==> src/rtl/kst_pkg.sv <==
`timescale 1ns / 1ps
`default_nettype none
package kst_pkg;
	localparam int MaxVertices = 64;
	localparam int MaxEdges    = 256;
	localparam int WeightBits  = 32;
	localparam int VBits       = 6;
	localparam int EBits       = 8;
	localparam int CntBits     = 9;

	typedef struct packed {
		logic [VBits-1:0]      from_v;
		logic [VBits-1:0]      to_v;
		logic [WeightBits-1:0] weight;
	} edge_t;

	typedef enum logic [2:0] {
		ST_LOAD,
		ST_SORT,
		ST_INIT,
		ST_READ,
		ST_LOOK,
		ST_EMIT
	} state_t;
endpackage
`default_nettype wire

==> src/rtl/kst_label_cell.sv <==
`timescale 1ns / 1ps
`default_nettype none
// one vertex label; relabels itself when it matches the merged component
module kst_label_cell import kst_pkg::*; (
	input  wire logic             clk,
	input  wire logic [VBits-1:0] own_index,
	input  wire logic             init,
	input  wire logic             merge,
	input  wire logic [VBits-1:0] old_label,
	input  wire logic [VBits-1:0] new_label,
	output logic [VBits-1:0]      label
);
	logic [VBits-1:0] label_q;
	always_ff @(posedge clk) begin
		if (init) begin
			label_q <= own_index;
		end else if (merge && label_q == old_label) begin
			label_q <= new_label;
		end
	end
	assign label = label_q;
endmodule
`default_nettype wire

==> config.mk <==
export PLATFORM = sky130hd
export DESIGN_NAME = kst_label_cell
export DESIGN_NICKNAME = d
export VERILOG_FILES = /design/src/rtl/kst_pkg.sv /design/src/rtl/kst_label_cell.sv
export SDC_FILE = /design/constraint.sdc
export NUM_CORES = 1
export LEC_CHECK = 0
export BUFFER_PORTS_ARGS = -buffer_cell sky130_fd_sc_hd__buf_2
export CORE_AREA = 2 2 39 41
export CTS_CLUSTER_SIZE = 16
export DETAILED_ROUTE_END_ITERATION = 10
export DIE_AREA = 0 0 41 43
export GPL_TIMING_DRIVEN = 0
export PLACE_DENSITY = 0.52
export REMOVE_ABC_BUFFERS = 1
export SYNTH_ARGS = -nofsm -noshare
export SYNTH_HDL_FRONTEND = slang
export SYNTH_SLANG_ARGS = --single-unit
==> constraint.sdc <==
create_clock -name clk -period 2.6 [get_ports clk]
set_input_delay 0.26 -clock clk [delete_from_list [all_inputs] [get_ports clk]]
set_output_delay 0.26 -clock clk [all_outputs]
set_load 0.05 [all_outputs]
==> report_table.html <==
<table>
<tr><th>Metric</th><th>Value</th></tr>
<tr><th colspan="2">Placement</th></tr>
<tr><td>RePlAce Congestion</td><td>0.6112</td></tr>
<tr><td>Post-placement worst setup slack</td><td>1196 ps</td></tr>
<tr><td>Number of buffer cells added on primary ports</td><td>26</td></tr>
<tr><th colspan="2">Setup path</th></tr>
<tr><td>Number of buffers and inverters on the critical path</td><td>0</td></tr>
<tr><td>Startpoint of the most critical register-to-register path</td><td>label[1]</td></tr>
<tr><td>Maximum fanout along the worst path</td><td>6</td></tr>
<tr><td>Critical setup path kind</td><td>reg2reg</td></tr>
<tr><td>R2r endpoint</td><td>label[1]</td></tr>
<tr><td>Element type at the critical path start</td><td>register</td></tr>
<tr><td>Critical Path End Type</td><td>register</td></tr>
<tr><td>Register-to-Register Path Depth</td><td>3</td></tr>
<tr><td>Biggest cell delay along the critical path</td><td>380 ps</td></tr>
<tr><td>Worst EP arrival</td><td>1310 ps</td></tr>
<tr><td>Critical path, cell by cell</td><td>xor2_1, nor3_1, a41o_1</td></tr>
<tr><td>Cell class contributing the biggest share of worst-path delay</td><td>flip-flops</td></tr>
<tr><td>Data required time at the worst endpoint</td><td>2520 ps</td></tr>
<tr><td>Crit path max-delay cell type</td><td>edfxtp_1</td></tr>
<tr><td>Worst reg-to-reg setup slack</td><td>roughly 1200 ps</td></tr>
<tr><th colspan="2">CTS</th></tr>
<tr><td>Number of cells upsized or downsized after cts</td><td>0</td></tr>
<tr><td>Num CTS Buffers</td><td>3</td></tr>
<tr><td>Number of clock sinks</td><td>6</td></tr>
<tr><td>Number of buffers inserted to repair setup after CTS</td><td>0</td></tr>
<tr><td>Worst-Skew Late Latency</td><td>240 ps</td></tr>
<tr><td>Clock-pin slew on the worst setup and hold paths</td><td>40 ps</td></tr>
<tr><td>H-tree levels</td><td>1</td></tr>
<tr><td>CTS Buffer Depth</td><td>2</td></tr>
<tr><td>CTS tree</td><td>built</td></tr>
<tr><td>Clock root cell</td><td>clkbuf_4</td></tr>
<tr><td>Hold-fix buffers at CTS</td><td>0</td></tr>
<tr><th colspan="2">Logic synthesis</th></tr>
<tr><td>Synth top area cells</td><td>edfxtp_1 56%, mux2_2 21%, xor2_1 14%</td></tr>
<tr><td>Synthesized instance count</td><td>22</td></tr>
<tr><td>Mean instance size in the synthesized netlist</td><td>14.73 um^2</td></tr>
<tr><td>Fraction of the mapped netlist area in compound gates</td><td>3.089%</td></tr>
<tr><td>Dominant synthesized flop cell</td><td>edfxtp_1</td></tr>
<tr><td>Xor-xnor portion of the synthesized cell area</td><td>between 15 and 20%</td></tr>
<tr><td>Synthesized-area fraction occupied by adder cells</td><td>0%</td></tr>
<tr><td>Main combinational cell family by area after synthesis</td><td>multiplexers</td></tr>
<tr><td>Number of warnings issued by yosys</td><td>0</td></tr>
<tr><td>Async set or reset register ratio after synthesis</td><td>0%</td></tr>
<tr><td>Count of different cell masters after synthesis</td><td>8</td></tr>
<tr><td>Sequential element share of the synthesized area</td><td>roughly 56%</td></tr>
<tr><td>Synth Register Bits</td><td>6</td></tr>
<tr><td>Count of flip-flops with a built-in enable after synthesis</td><td>6</td></tr>
<tr><td>Multiplexer fraction of the synthesized cell area</td><td>20.85%</td></tr>
<tr><td>Share of the synthesized area in the top cell type</td><td>55.60%</td></tr>
<tr><td>Most common library cells after synthesis</td><td>6 x edfxtp_1, 6 x mux2_2, 5 x xor2_1</td></tr>
<tr><td>Post-synth top area cell</td><td>edfxtp_1</td></tr>
<tr><td>Basic-gate share of the synthesized area counting and, or, nand and nor cells</td><td>2.703%</td></tr>
<tr><td>Area of the mapped netlist</td><td>324.1 um^2</td></tr>
<tr><th colspan="2">Detailed routing</th></tr>
<tr><td>Drt first-iter violations</td><td>6</td></tr>
<tr><td>Met2 wire len</td><td>355 um</td></tr>
<tr><td>Routed wirelength normalized by instance count</td><td>10.26 um</td></tr>
<tr><td>Vias per cell</td><td>4.076</td></tr>
<tr><td>Final wirelength</td><td>677 um</td></tr>
<tr><td>Detail Route Antenna Nets</td><td>0</td></tr>
<tr><td>First drt pass iteration count</td><td>2</td></tr>
<tr><td>Max Used Layer</td><td>met3</td></tr>
<tr><td>Remaining DRCs</td><td>0</td></tr>
<tr><td>Post-route met1 wirelength</td><td>255 um</td></tr>
<tr><td>DR vias</td><td>between 200 and 300</td></tr>
<tr><td>Amount of wire on met3 after detailed routing</td><td>between 60 and 70 um</td></tr>
<tr><th colspan="2">Timing</th></tr>
<tr><td>Peak Freq</td><td>~720 MHz</td></tr>
<tr><td>Final setup TNS</td><td>0 ps</td></tr>
<tr><td>Final setup violation count</td><td>0</td></tr>
<tr><td>Share of the cycle needed by the critical path after routing</td><td>between 50% and 60%</td></tr>
<tr><td>Number of hold-slack violations in the final timing report</td><td>0</td></tr>
<tr><td>Min cycle time layout</td><td>1385 ps</td></tr>
<tr><td>Setup clock skew after layout</td><td>3.208 ps</td></tr>
<tr><td>Final count of pins violating max slew</td><td>0</td></tr>
<tr><td>Worst Max-Slew Pin Slew</td><td>254.2 ps</td></tr>
<tr><td>Unrepaired setup endpoints after global routing</td><td>false</td></tr>
<tr><td>Max transition margin</td><td>83.05%</td></tr>
<tr><td>Worst setup margin</td><td>around 1200 ps</td></tr>
<tr><th colspan="2">Floorplan</th></tr>
<tr><td>Height of the die</td><td>43 um</td></tr>
<tr><td>Die footprint</td><td>around 1800 um^2</td></tr>
<tr><td>Starting utilization of the core area</td><td>between 20% and 30%</td></tr>
<tr><td>Std-Cell Core Area</td><td>1384 um^2</td></tr>
<tr><td>Die outline width</td><td>41 um</td></tr>
<tr><td>Top-level I/O count</td><td>27</td></tr>
<tr><td>Row Count</td><td>14</td></tr>
<tr><th colspan="2">Min path</th></tr>
<tr><td>Hold Path Class</td><td>in2reg</td></tr>
<tr><td>Worst Hold Path EP</td><td>label[2]</td></tr>
<tr><td>Worst hold path cell count</td><td>2</td></tr>
<tr><td>Startpoint of the worst hold path</td><td>own_index[2]</td></tr>
<tr><th colspan="2">Flow run</th></tr>
<tr><td># Max-Cap Violations</td><td>0</td></tr>
<tr><th colspan="2">Cells and area</th></tr>
<tr><td>Area delta synth-&gt;final</td><td>51.74%</td></tr>
<tr><td>Fraction of final layout cells with drive strength greater than 1</td><td>70.00%</td></tr>
<tr><td>Total number of nets in the final design</td><td>73</td></tr>
<tr><td># diodes</td><td>0</td></tr>
<tr><td>Number of flip-flops under the largest register name</td><td>6</td></tr>
<tr><th colspan="2">Power</th></tr>
<tr><td>PwrDens</td><td>547.6 nW/um^2</td></tr>
<tr><td>Largest voltage drop on the vdd net</td><td>0.1783 mV</td></tr>
<tr><td>Leak Pwr</td><td>0.0002316 uW</td></tr>
<tr><td>Power, Total</td><td>269.3 uW</td></tr>
<tr><th colspan="2">GRT</th></tr>
<tr><td>Pin count of the biggest net entering global routing</td><td>8</td></tr>
<tr><td>Antenna violations before repair</td><td>0</td></tr>
<tr><td>Via count of the first global-routing pass</td><td>between 200 and 300</td></tr>
<tr><td>First-pass GRT wire length</td><td>945 um</td></tr>
<tr><td>Global routing usage summed across all routing layers</td><td>8.502%</td></tr>
<tr><td>Grt total ovfl</td><td>0</td></tr>
<tr><th colspan="2">Outcome</th></tr>
<tr><td>Result of the run</td><td>finished clean</td></tr>
</table>
==> layer usage <==
metal  global-route usage (%)  up-vias
met5                        0        -
met4                    8.000        0
met3                    3.141        0
met2                    12.81       12
met1                    8.251      119
li1                         -      138
==> logic make-up after synthesis <==
family,Yosys count
xor gates and xnor gates,6
muxes,6
DFF,6
and+or+nand+nor,2
AOI/OAI and AO/OA,1
buffers and inverters,1
==> where the power goes <==
| part | internal [uW] | switching, uW |
|---|---|---|
| clock | 52.1 | 31.9 |
| sequential | 116 | 3.80 |
| combinational | 27.3 | 38.5 |
| total | 195 | 74.2 |
==> layout by cell type, fill, tap and decap left out <==
cell	count
a41o_1	1
mux2_2	6
clkbuf_4	3
xor2_1	5
nor2_1	1
nor3_1	1
edfxtp_1	6
buf_2	26
xnor2_1	1
==> final cells by class <==
type | instances | area [um^2]
clock buffers | 3 | 22.52
fillers | 146 | 892.1
multi-input cells | 15 | 138.9
flip-flops and latches | 6 | 180.2
well taps | 16 | 20.02
repair buffers | 26 | 130.1
==> through the flow <==
| stage | util, % | instances | instance area, um^2 | hold slack (ps) |
|---|---|---|---|---|
| 2_1_floorplan | - | 21 | 319.1 | 479.8 |
| 3_3_place_gp | 33.91 | 63 | 469.2 | 570.5 |
| 5_1_grt | 35.53 | 66 | 491.7 | 321.4 |
| 3_5_place_dp | 33.91 | 63 | 469.2 | 569.6 |
| 6_report | 35.53 | 66 | 491.7 | 320.9 |
| 4_1_cts | 35.53 | 66 | 491.7 | 315.0 |
==> worst register-to-register path, cell delays in order (launching register included) <==
cell	delay, ps
edfxtp_1	380
xor2_1	160
nor3_1	190
a41o_1	340
==> worst max-delay path by stage <==
stage,start,end,slack (ps),cells after the start
2_1_floorplan,label[1],label[0],980,3
3_3_place_gp,label[1],label[4],1190,3
3_5_place_dp,label[1],label[0],1200,3
4_1_cts,label[1],label[4],1190,3
5_1_grt,label[1],label[5],1120,3
6_report,label[1],label[1],1210,3
Note: power is estimated with default switching activity, not from simulation.
