## config.mk

```make
export PLATFORM = sky130hd
export DESIGN_NAME = kst_sort_cell
export DESIGN_NICKNAME = d
export VERILOG_FILES = /design/src/rtl/kst_pkg.sv /design/src/rtl/kst_sort_cell.sv
export SDC_FILE = /design/constraint.sdc
export NUM_CORES = 1
export LEC_CHECK = 0
export ABC_AREA = 1
export ABC_CLOCK_PERIOD_IN_PS = 8000
export BUFFER_PORTS_ARGS = -buffer_cell sky130_fd_sc_hd__buf_2
export CORE_MARGIN = 8
export CORE_UTILIZATION = 50
export CTS_CLUSTER_DIAMETER = 100
export DETAILED_ROUTE_END_ITERATION = 8
export PLACE_DENSITY_LB_ADDON = 0.25
export SLEW_MARGIN = 10
export SYNTH_ARGS = -nofsm -noshare
export SYNTH_HDL_FRONTEND = slang
export SYNTH_SLANG_ARGS = --single-unit
```

## constraint.sdc

```tcl
create_clock -name clk -period 8 [get_ports clk]
set_clock_uncertainty 0.05 [all_clocks]
set_input_delay 0.8 -clock clk [delete_from_list [all_inputs] [get_ports clk]]
set_output_delay 0.8 -clock clk [all_outputs]
set_load 0.05 [all_outputs]
```

## src/rtl/kst_pkg.sv

```systemverilog
`timescale 1ns / 1ps
`default_nettype none
package kst_pkg;
	localparam int MaxVertices = 64;
	localparam int MaxEdges    = 256;
	localparam int WeightBits  = 32;
	localparam int VBits       = 6;
	localparam int EBits       = 8;
	localparam int CntBits     = 9;

	typedef struct packed {
		logic [VBits-1:0]      from_v;
		logic [VBits-1:0]      to_v;
		logic [WeightBits-1:0] weight;
	} edge_t;

	typedef enum logic [2:0] {
		ST_LOAD,
		ST_SORT,
		ST_INIT,
		ST_READ,
		ST_LOOK,
		ST_EMIT
	} state_t;
endpackage
`default_nettype wire

```

## src/rtl/kst_sort_cell.sv

```systemverilog
`timescale 1ns / 1ps
`default_nettype none
// one sorter slot; shifts in from the left on insert, from the right on pop
module kst_sort_cell import kst_pkg::*; (
	input  wire logic        clk,
	input  wire logic        arst_n,
	input  wire logic        clear,
	input  wire logic        ins_en,
	input  wire edge_t       ins_edge,
	input  wire logic        left_valid,
	input  wire edge_t       left_edge,
	input  wire logic        left_shift,
	input  wire logic        shift_en,
	input  wire edge_t       right_edge,
	output logic             valid,
	output edge_t            cell_edge,
	output logic             shift_out
);
	logic  valid_q;
	edge_t edge_q;
	logic  greater;
	logic  take;
	// strictly greater, so equal weights keep arrival order
	assign greater   = valid_q && (edge_q.weight > ins_edge.weight);
	// an empty cell fills only next to the last occupied one, or at the head of an empty row
	assign take      = greater || (!valid_q && left_valid);
	assign shift_out = ins_en && greater;

	always_ff @(posedge clk or negedge arst_n) begin
		if (!arst_n) begin
			valid_q <= 1'b0;
		end else if (clear) begin
			valid_q <= 1'b0;
		end else if (ins_en && take) begin
			valid_q <= 1'b1;
		end
	end

	always_ff @(posedge clk) begin
		if (ins_en && take) begin
			edge_q <= left_shift ? left_edge : ins_edge;
		end else if (shift_en) begin
			edge_q <= right_edge;
		end
	end

	assign valid     = valid_q;
	assign cell_edge = edge_q;
endmodule
`default_nettype wire

```

==> results.cfg, run 1 <==
[layout]
area_growth_pct = 27.2
fin_util_pct = 64.6
final_cell_mix = buf_2 (184), nand2_1 (159), edfxtp_1 (44)
final_net_count = 770
diodes = 0
final_common_cell = buf_2
drive_gt1_share_pct = 42.2
fin_area_mm2 = 0.00458

[timing]
worstMarginPinSlew_ns = 1.10
fmax_ghz = 0.252
setup-tns-final_ns = 0
finalHoldViolCount = 0
finalCriticalPeriod_ns = 3.97
finalSetupViolCount = 0
period_share_pct = 49.6
max_slew_margin_pct = 26.4
slew_viol_final = 0
grt_setup_unrepaired = false
hold_ws_ns = 0.201

[power]
clkPwrFrac_pct = 20.1
total_power_mw = 0.739
p_int_mw = 0.447
p_sw_share_pct = 39.5
comb_power_share_pct = 38.6
peakVddDrop_v = 0.0000740
pwr-share-seq_pct = 41.3
power.switching_mw = 0.292
leakagePower_nw = 2.53
cellPowerDensity_mw_per_mm2 = 161

[global_routing]
grt.met2_usage_pct = 37.1
grtUsageTotal_pct = 20.1
first_global_vias = 3554
grt_use_met1_pct = 21.1
antenna_found_initial = 1
gr-total-overflow = 0
grt_pass1_wl_mm = 16.4
grt_max_degree = 76
met3_usage_pct = 6.70
grt_busiest_layer = met2

[floorplanning]
die_w_um = 101
die_h_um = 101
fp.coreArea_mm2 = 0.00710
start_util_pct = 50.7
row_count = 31
die-area_mm2 = 0.0102
io_pins = 185

[setup_path]
worst-setup-path-type = primary input to flop
start_kind = primary input
path_max_fanout = 47
worst_r2r_path_depth = 10
crit_required_ns = 7.99
cp.arrival_ns = 3.96
crit_path_end_kind = flop

[cts]
cts-buffers-inserted = 5
root_buffer = clkbuf_8
clockBufferDepth = 2
clkTransAtPathRegs_ns = 0.09
cts_hold_buf = 0
clkSinkCount = 45
clk_latency_ns = 0.31
cts_resized = 0
cts_tree = built
post_cts_buffers = 0
htree_levels = 2

[logic_synthesis]
ys_warn_count = 0
synth_nets = 598
postSynthCellCount = 427
seq_area_frac_synth_pct = 37.4
synth_cell_type_count = 23
syn_area_mm2 = 0.00360
ys_seq_elements = 45
avgSynthCellArea_um2 = 8.43

[routing]
drtIter0Drc = 159
wire_per_inst_um = 14.7
dr.pass1.iters = 4
wirelength_mm = 10.3
remaining_drc_errors = 0
viasPerCell = 4.86
ant_nets = 0
vias = 3397

[min_path]
hold_path.class = primary input to async pin

[outcome]
run_status = finished clean

[placed_design]
dpl_cell_area_mm2 = 0.00449
gp_congestion = 0.806
hpwl_mm = 7.93
portBuffers = 184

[run]
max-cap-violations = 0
[power groups by stage]
stage / sequential, mW / combinational, mW / clock [mW]
6_report: 0.306 / 0.285 / 0.148
5_1_grt: 0.309 / 0.313 / 0.160
4_1_cts: 0.306 / 0.289 / 0.151
3_5_place_dp: 0.311 / 0.287 / 0
3_3_place_gp: 0.311 / 0.282 / 0
2_1_floorplan: 0.400 / 0.114 / 0
[layer usage]
layer | part of all wire [%] | vias to the layer above
met3 | 8.1 | 11
met1 | 39 | 1506
met2 | 52 | 125
li1 | - | 1753
met5 | 0.078 | -
met4 | 1.3 | 2
[cell usage after synthesis]
| cell type | number | area [um2] |
|---|---|---|
| nand2_1 | 159 | 597 |
| edfxtp_1 | 44 | 1320 |
| inv_1 | 40 | 150 |
| nand3_2 | 38 | 380 |
| o21ai_0 | 33 | 165 |
| ha_1 | 32 | 400 |
| a21oi_1 | 14 | 70.1 |
| mux2_2 | 13 | 146 |
| nor2_1 | 11 | 41.3 |
| buf_2 | 10 | 50.1 |
| nand3_1 | 8 | 40.0 |
| clkbuf_1 | 7 | 26.3 |
| buf_12 | 5 | 100 |
| nor2_2 | 3 | 18.8 |
| nand3b_1 | 2 | 15.0 |
| a21o_1 | 1 | 7.51 |
| and3_4 | 1 | 11.3 |
| dfrtp_1 | 1 | 25.0 |
| inv_2 | 1 | 3.75 |
| nand2_2 | 1 | 6.26 |
| nand2_4 | 1 | 11.3 |
| nand4_1 | 1 | 6.26 |
| o21a_1 | 1 | 7.51 |
[sequential cells by signal, indices dropped and copies added, names as in the netlist]
| signal | count |
|---|---|
| cell_edge | 44 |
| valid | 1 |
[path summary, 6_finish.rpt]
path | startpoint | endpoint | slack [ns]
min in group clk | valid$_DFFE_PN0P_ | valid$_DFFE_PN0P_ | 0.53
setup reg to reg | cell_edge[23]$_DFFE_PP_ | cell_edge[0]$_DFFE_PP_ | 4.20
hold reg to reg | valid$_DFFE_PN0P_ | valid$_DFFE_PN0P_ | 0.53
max in group asynchronous | arst_n | valid$_DFFE_PN0P_ | 7.62
hold / removal | arst_n | valid$_DFFE_PN0P_ | 0.20
setup / recovery | ins_edge[11] | cell_edge[0]$_DFFE_PP_ | 4.03
[stage by stage]
| stage | worst slack (ns) | std cells |
|---|---|---|
| 2_1_floorplan | 4.27 | 427 |
| 3_3_place_gp | 3.73 | 691 |
| 3_5_place_dp | 3.61 | 691 |
| 4_1_cts | 3.94 | 699 |
| 5_1_grt | 3.60 | 699 |
| 6_report | 4.03 | 699 |
[kinds of logic after synthesis]
group	after synthesis	share of synthesized area, %
mux	13	4.07
fa+ha+maj	32	11.1
compound gates	49	6.95
flops	45	37.4
simple gates	225	31.3
buf+inv	63	9.17
[final cells by class]
cell class                      count  area [um2]
Tap cell                           99         124
Clock buffer                        5        68.8
Inverter                           41         154
Clock inverter                      3        21.3
Fill cell                         638        2520
Multi-Input combinational cell    319        1920
Sequential cell                    45        1350
Timing Repair Buffer              187         943
[worst max-delay path, stage by stage]
cell and delay [ns]:
buf_2 0.07, inv_1 0.04, ha_1 0.32, a21oi_1 0.15, nand2_1 0.08, a21oi_1 0.19, nand2_1 0.09, nand2_1 0.06
nand2_1 0.08, nand2_4 0.55, nand3b_1 0.94, buf_4 0.56
No activity file was read; power rests on OpenSTA's default activity.
==> run 2: changes to the inputs <==
- ABC_CLOCK_PERIOD_IN_PS: 8000 -> 3600
- CORE_UTILIZATION: 50 -> 42
- clock period: 8 -> 3.6 ns (I/O delays scaled with it)
==> run 2 against run 1 <==
Compared with the run above: non-clock buffer count grew 3; total power increased by 120%; flip-flop and latch count unchanged; count of clock-buffer cells in the layout is the same; critical path type is now flop to flop; largest cell class unchanged; largest power group unchanged.
==> results.cfg, run 2 (synthesis gave the netlist of run 1 again) <==
[outcome]
run_status = finished clean

[setup_path]
worst_r2r_path_depth = 12
crit_required_ns = 3.61
worst-setup-path-type = flop to flop
rrSetupSlack_ns = 0.90
start_kind = flop
crit_path_end_kind = flop
path_max_fanout = 23
cp.arrival_ns = 2.71
r2r-end = cell_edge[10]$_DFFE_PP_
rr_startpoint = cell_edge[21]$_DFFE_PP_

[placed_design]
dpl_cell_area_mm2 = 0.00451
gp_congestion = 0.813
placedCellCount = 699
portBuffers = 184
hpwl_mm = 8.14

[layout]
final_common_cell = buf_2
fin_area_mm2 = 0.00461
area_growth_pct = 28.0
drive_gt1_share_pct = 42.0
final_net_count = 773
n_fill_cell = 828
largest_reg_flops = 44
finalNonFillerCells = 709
final_cell_mix = buf_2 (184), nand2_1 (159), edfxtp_1 (44)

[floorplanning]
die_h_um = 109
die_w_um = 109
die-area_mm2 = 0.0118
fp.coreArea_mm2 = 0.00826
io_pins = 185
start_util_pct = 43.6
row_count = 33

[cts]
clkSinkCount = 45
cts-buffers-inserted = 5
cts_tree = built
clkTransAtPathRegs_ns = 0.09
clk_latency_ns = 0.30
htree_levels = 2
clockBufferDepth = 2
root_buffer = clkbuf_8

[min_path]
whs_path_depth = 2
hp-start = clear
hold_end = valid$_DFFE_PN0P_
hold_path.class = primary input to flop

[timing]
finalCriticalPeriod_ns = 2.70
setup-tns-final_ns = 0
worstMarginPinSlew_ns = 0.682
hold_ws_ns = 0.150
period_share_pct = 75.1
max_slew_margin_pct = 54.5
grt_setup_unrepaired = false
finalSetupViolCount = 0
fmax_ghz = 0.370
slew_viol_final = 0
finalHoldViolCount = 0

[routing]
wirelength_mm = 10.5
wire_per_inst_um = 14.8
dr.pass1.iters = 4
ant_nets = 0
remaining_drc_errors = 0
drtIter0Drc = 137
vias = 3414
viasPerCell = 4.82

[power]
leakagePower_nw = 2.54
peakVddDrop_v = 0.000150
cellPowerDensity_mw_per_mm2 = 352
total_power_mw = 1.62

[run]
max-cap-violations = 0

[global_routing]
first_global_vias = 3644
grtUsageTotal_pct = 17.8
antenna_found_initial = 1
gr-total-overflow = 0
grt_pass1_wl_mm = 16.8
grt_max_degree = 45
## run 2: critical path: stages, from the launching register on
cell      delay [ns]
edfxtp_1        0.42
ha_1            0.32
nand2_1         0.07
nor2_2          0.13
nand4_1         0.13
nor2_2          0.15
nand2_1         0.06
and3_4          0.15
nand2_4         0.18
nand2_2         0.31
buf_4           0.35
nand2_1         0.09
nand2_1         0.05
## run 2: worst max path at each step
stage / depth (start not counted) / start / endpoint / slack, ns
after floorplan: 11 / cell_edge[21]$_DFFE_PP_ / cell_edge[0]$_DFFE_PP_ / 0.003
after global placement: 14 / ins_edge[15] / cell_edge[3]$_DFFE_PP_ / 0.84
after detailed placement: 14 / ins_edge[11] / cell_edge[10]$_DFFE_PP_ / 0.79
after CTS: 12 / cell_edge[21]$_DFFE_PP_ / cell_edge[10]$_DFFE_PP_ / 0.87
after global routing: 12 / cell_edge[21]$_DFFE_PP_ / cell_edge[8]$_DFFE_PP_ / 0.65
final: 12 / cell_edge[21]$_DFFE_PP_ / cell_edge[10]$_DFFE_PP_ / 0.90
## run 2: metrics by stage
stage               util [%]  worst slack (ns)
detailed placement      54.7             0.787
CTS                     55.8             0.875
floorplan                  -           0.00278
finish                  55.8             0.897
global route            55.8             0.654
global placement        54.7             0.837
## run 2: what timing repair did
item / in CTS / in global routing
setup buffers: 0 / 0
endpoints found under the hold margin: 1 / 0
hold buffers: 1 / 0
setup endpoints to repair: 0 / 0
resized for setup: 0 / 0
## run 2: layer usage
metal	track usage [%]	part of all wire (%)
met1	20.1	39
met2	31.2	51
met3	4.70	7.1
met4	7.04	2.6
met5	0	0
## run 2: cell type report
cell class              count  area (um2)  area share (%)
multi-input cells         319        1920            41.8
flip-flops and latches     45        1350            29.2
repair buffers            190         968            21.0
inverters                  41         154            3.34
well taps                 105         131            2.85
clock buffers               5        68.8            1.49
clock inverters             3        12.5           0.272
diodes                      1        2.50          0.0543
## run 2: power breakdown
group	leakage (nW)	total, mW	switching [mW]	internal, mW
Combinational	2.04	0.636	0.431	0.205
Sequential	0.458	0.677	0.0268	0.650
Clock	0.0430	0.308	0.177	0.131
==> run 3: changes to the inputs <==
- ABC_CLOCK_PERIOD_IN_PS: 3600 -> 2620
- CORE_UTILIZATION: 42 -> 46
- clock period: 3.6 -> 2.62 ns (I/O delays scaled with it)
==> run 3 against run 2 <==
Compared with the run above: core utilization up 5.6 points; sequential share of layout area fell by 0.52 points; routed wire length grew 1.2%; die area is 7.4% lower; sequential power is 37% higher; design area grew 1.8%; hold slack got worse by 0.085 ns; critical path depth unchanged; register-to-register slack worse by 0.64 ns; total power up 40%; critical path type is now flop to primary output; largest cell class unchanged; largest power group unchanged.
==> results.cfg, run 3 (synthesis gave the netlist of run 1 again) <==
[layout]
drive_gt1_share_pct = 42.8
diodes = 0
largest_reg_flops = 44
final_cell_mix = buf_2 (183), nand2_1 (158), edfxtp_1 (44)
final_net_count = 778
finalNonFillerCells = 710
final_common_cell = buf_2
area_growth_pct = 30.3
fin_area_mm2 = 0.00469

[setup_path]
path_delay_family = simple AND/OR/NAND/NOR gates
crit_chain = ha_1 -> nand2_1 -> nand2_1 -> nand2_1 -> nand2_1 -> nand2_1 -> nand3_1 -> a21oi_1 -> nand2_4 -> nand2_8 -> inv_2 -> clkbuf_4
cp.arrival_ns = 2.14
crit_path_top_delay_cell = edfxtp_1
crit_path_end_kind = primary output
worst-setup-path-type = flop to primary output
start_kind = flop
slowest_delay_ns = 0.42
critPathBufInv = 2
cp_common_cell = nand2_1
path_max_fanout = 10
crit_required_ns = 2.31

[timing]
finalSetupViolCount = 0
finalHoldViolCount = 0
fmax_ghz = 0.408
max_slew_margin_pct = 49.2
slew_viol_final = 0
hold_ws_ns = 0.0645
period_share_pct = 93.5
finalCriticalPeriod_ns = 2.45
grt_setup_unrepaired = false
worstMarginPinSlew_ns = 0.762

[cts]
clockBufferDepth = 2
root_buffer = clkbuf_8
clk_latency_ns = 0.30
clkTransAtPathRegs_ns = 0.09
htree_levels = 2
cts_tree = built
post_cts_buffers = 0
cts-buffers-inserted = 5
clkSinkCount = 45

[global_routing]
first_global_vias = 3594
grt_pass1_wl_mm = 17.0
grt_max_degree = 41
gr-total-overflow = 0
grtUsageTotal_pct = 18.8
antenna_found_initial = 0

[placed_design]
gp_congestion = 0.813
portBuffers = 184
hpwl_mm = 8.42
dpl_cell_area_mm2 = 0.00457
placedCellCount = 701

[floorplanning]
row_count = 32
die-area_mm2 = 0.0109
die_h_um = 104
fp.coreArea_mm2 = 0.00765
io_pins = 185
die_w_um = 104
start_util_pct = 47.1

[routing]
remaining_drc_errors = 0
vias = 3461
drtIter0Drc = 158
viasPerCell = 4.87
ant_nets = 0
wirelength_mm = 10.6
wire_per_inst_um = 15.0
dr.pass1.iters = 5

[power]
leakagePower_nw = 2.58
peakVddDrop_v = 0.000214
total_power_mw = 2.27
cellPowerDensity_mw_per_mm2 = 483

[min_path]
hold_path.class = primary input to flop

[run]
max-cap-violations = 0

[outcome]
run_status = finished clean
run 3: cell type report:
| cell class | count | area (um2) |
|---|---|---|
| clock buffer | 6 | 72.6 |
| clock inverter | 2 | 10.0 |
| fill | 701 | 2960 |
| inverter | 41 | 154 |
| multi-input combinational | 320 | 1950 |
| sequential | 45 | 1350 |
| tap | 102 | 128 |
| timing repair buffer | 194 | 1030 |
run 3: per-layer routing:
layer,GRT usage (%),vias to the layer above,routed length [um]
li1,-,1771,-
met1,21.1,1555,4220
met2,33.3,126,5490
met3,6.01,9,807
met4,4.76,0,122
met5,0,-,0
run 3: through the flow:
step	utilization (%)	setup slack [ns]	setup TNS (ns)
after floorplan	-	-0.977	-43.00
after global placement	59.8	0.251	0
after detailed placement	59.8	0.222	0
after CTS	60.9	0.0917	0
after global routing	61.4	0.0151	0
final	61.4	0.170	0
run 3: what timing repair did:
action	4_1_cts	5_1_grt
pin swaps	0	1
hold endpoints to repair	1	0
gates resized for setup	0	5
endpoints found under the setup margin	1	36
hold buffers	1	0
gates cloned	0	1
run 3: path summary, 6_finish.rpt:
| check | endpoint | slack, ns | from | depth (start not counted) |
|---|---|---|---|---|
| max in group asynchronous | valid$_DFFE_PN0P_ | 2.20 | arst_n | 2 |
| min in group asynchronous | valid$_DFFE_PN0P_ | 0.22 | arst_n | 2 |
| worst min-delay path | valid$_DFFE_PN0P_ | 0.06 | clear | 2 |
| worst max-delay path | shift_out | 0.17 | cell_edge[17]$_DFFE_PP_ | 12 |
| worst max register to register | cell_edge[26]$_DFFE_PP_ | 0.26 | cell_edge[17]$_DFFE_PP_ | 14 |
| worst min register to register | valid$_DFFE_PN0P_ | 0.49 | valid$_DFFE_PN0P_ | 2 |
run 3: power breakdown:
group / switching [mW] / leakage [nW] / internal (mW)
Combinational: 0.605 / 2.07 / 0.297
Clock: 0.250 / 0.0450 / 0.186
Sequential: 0.0374 / 0.458 / 0.893
Total: 0.893 / 2.58 / 1.38
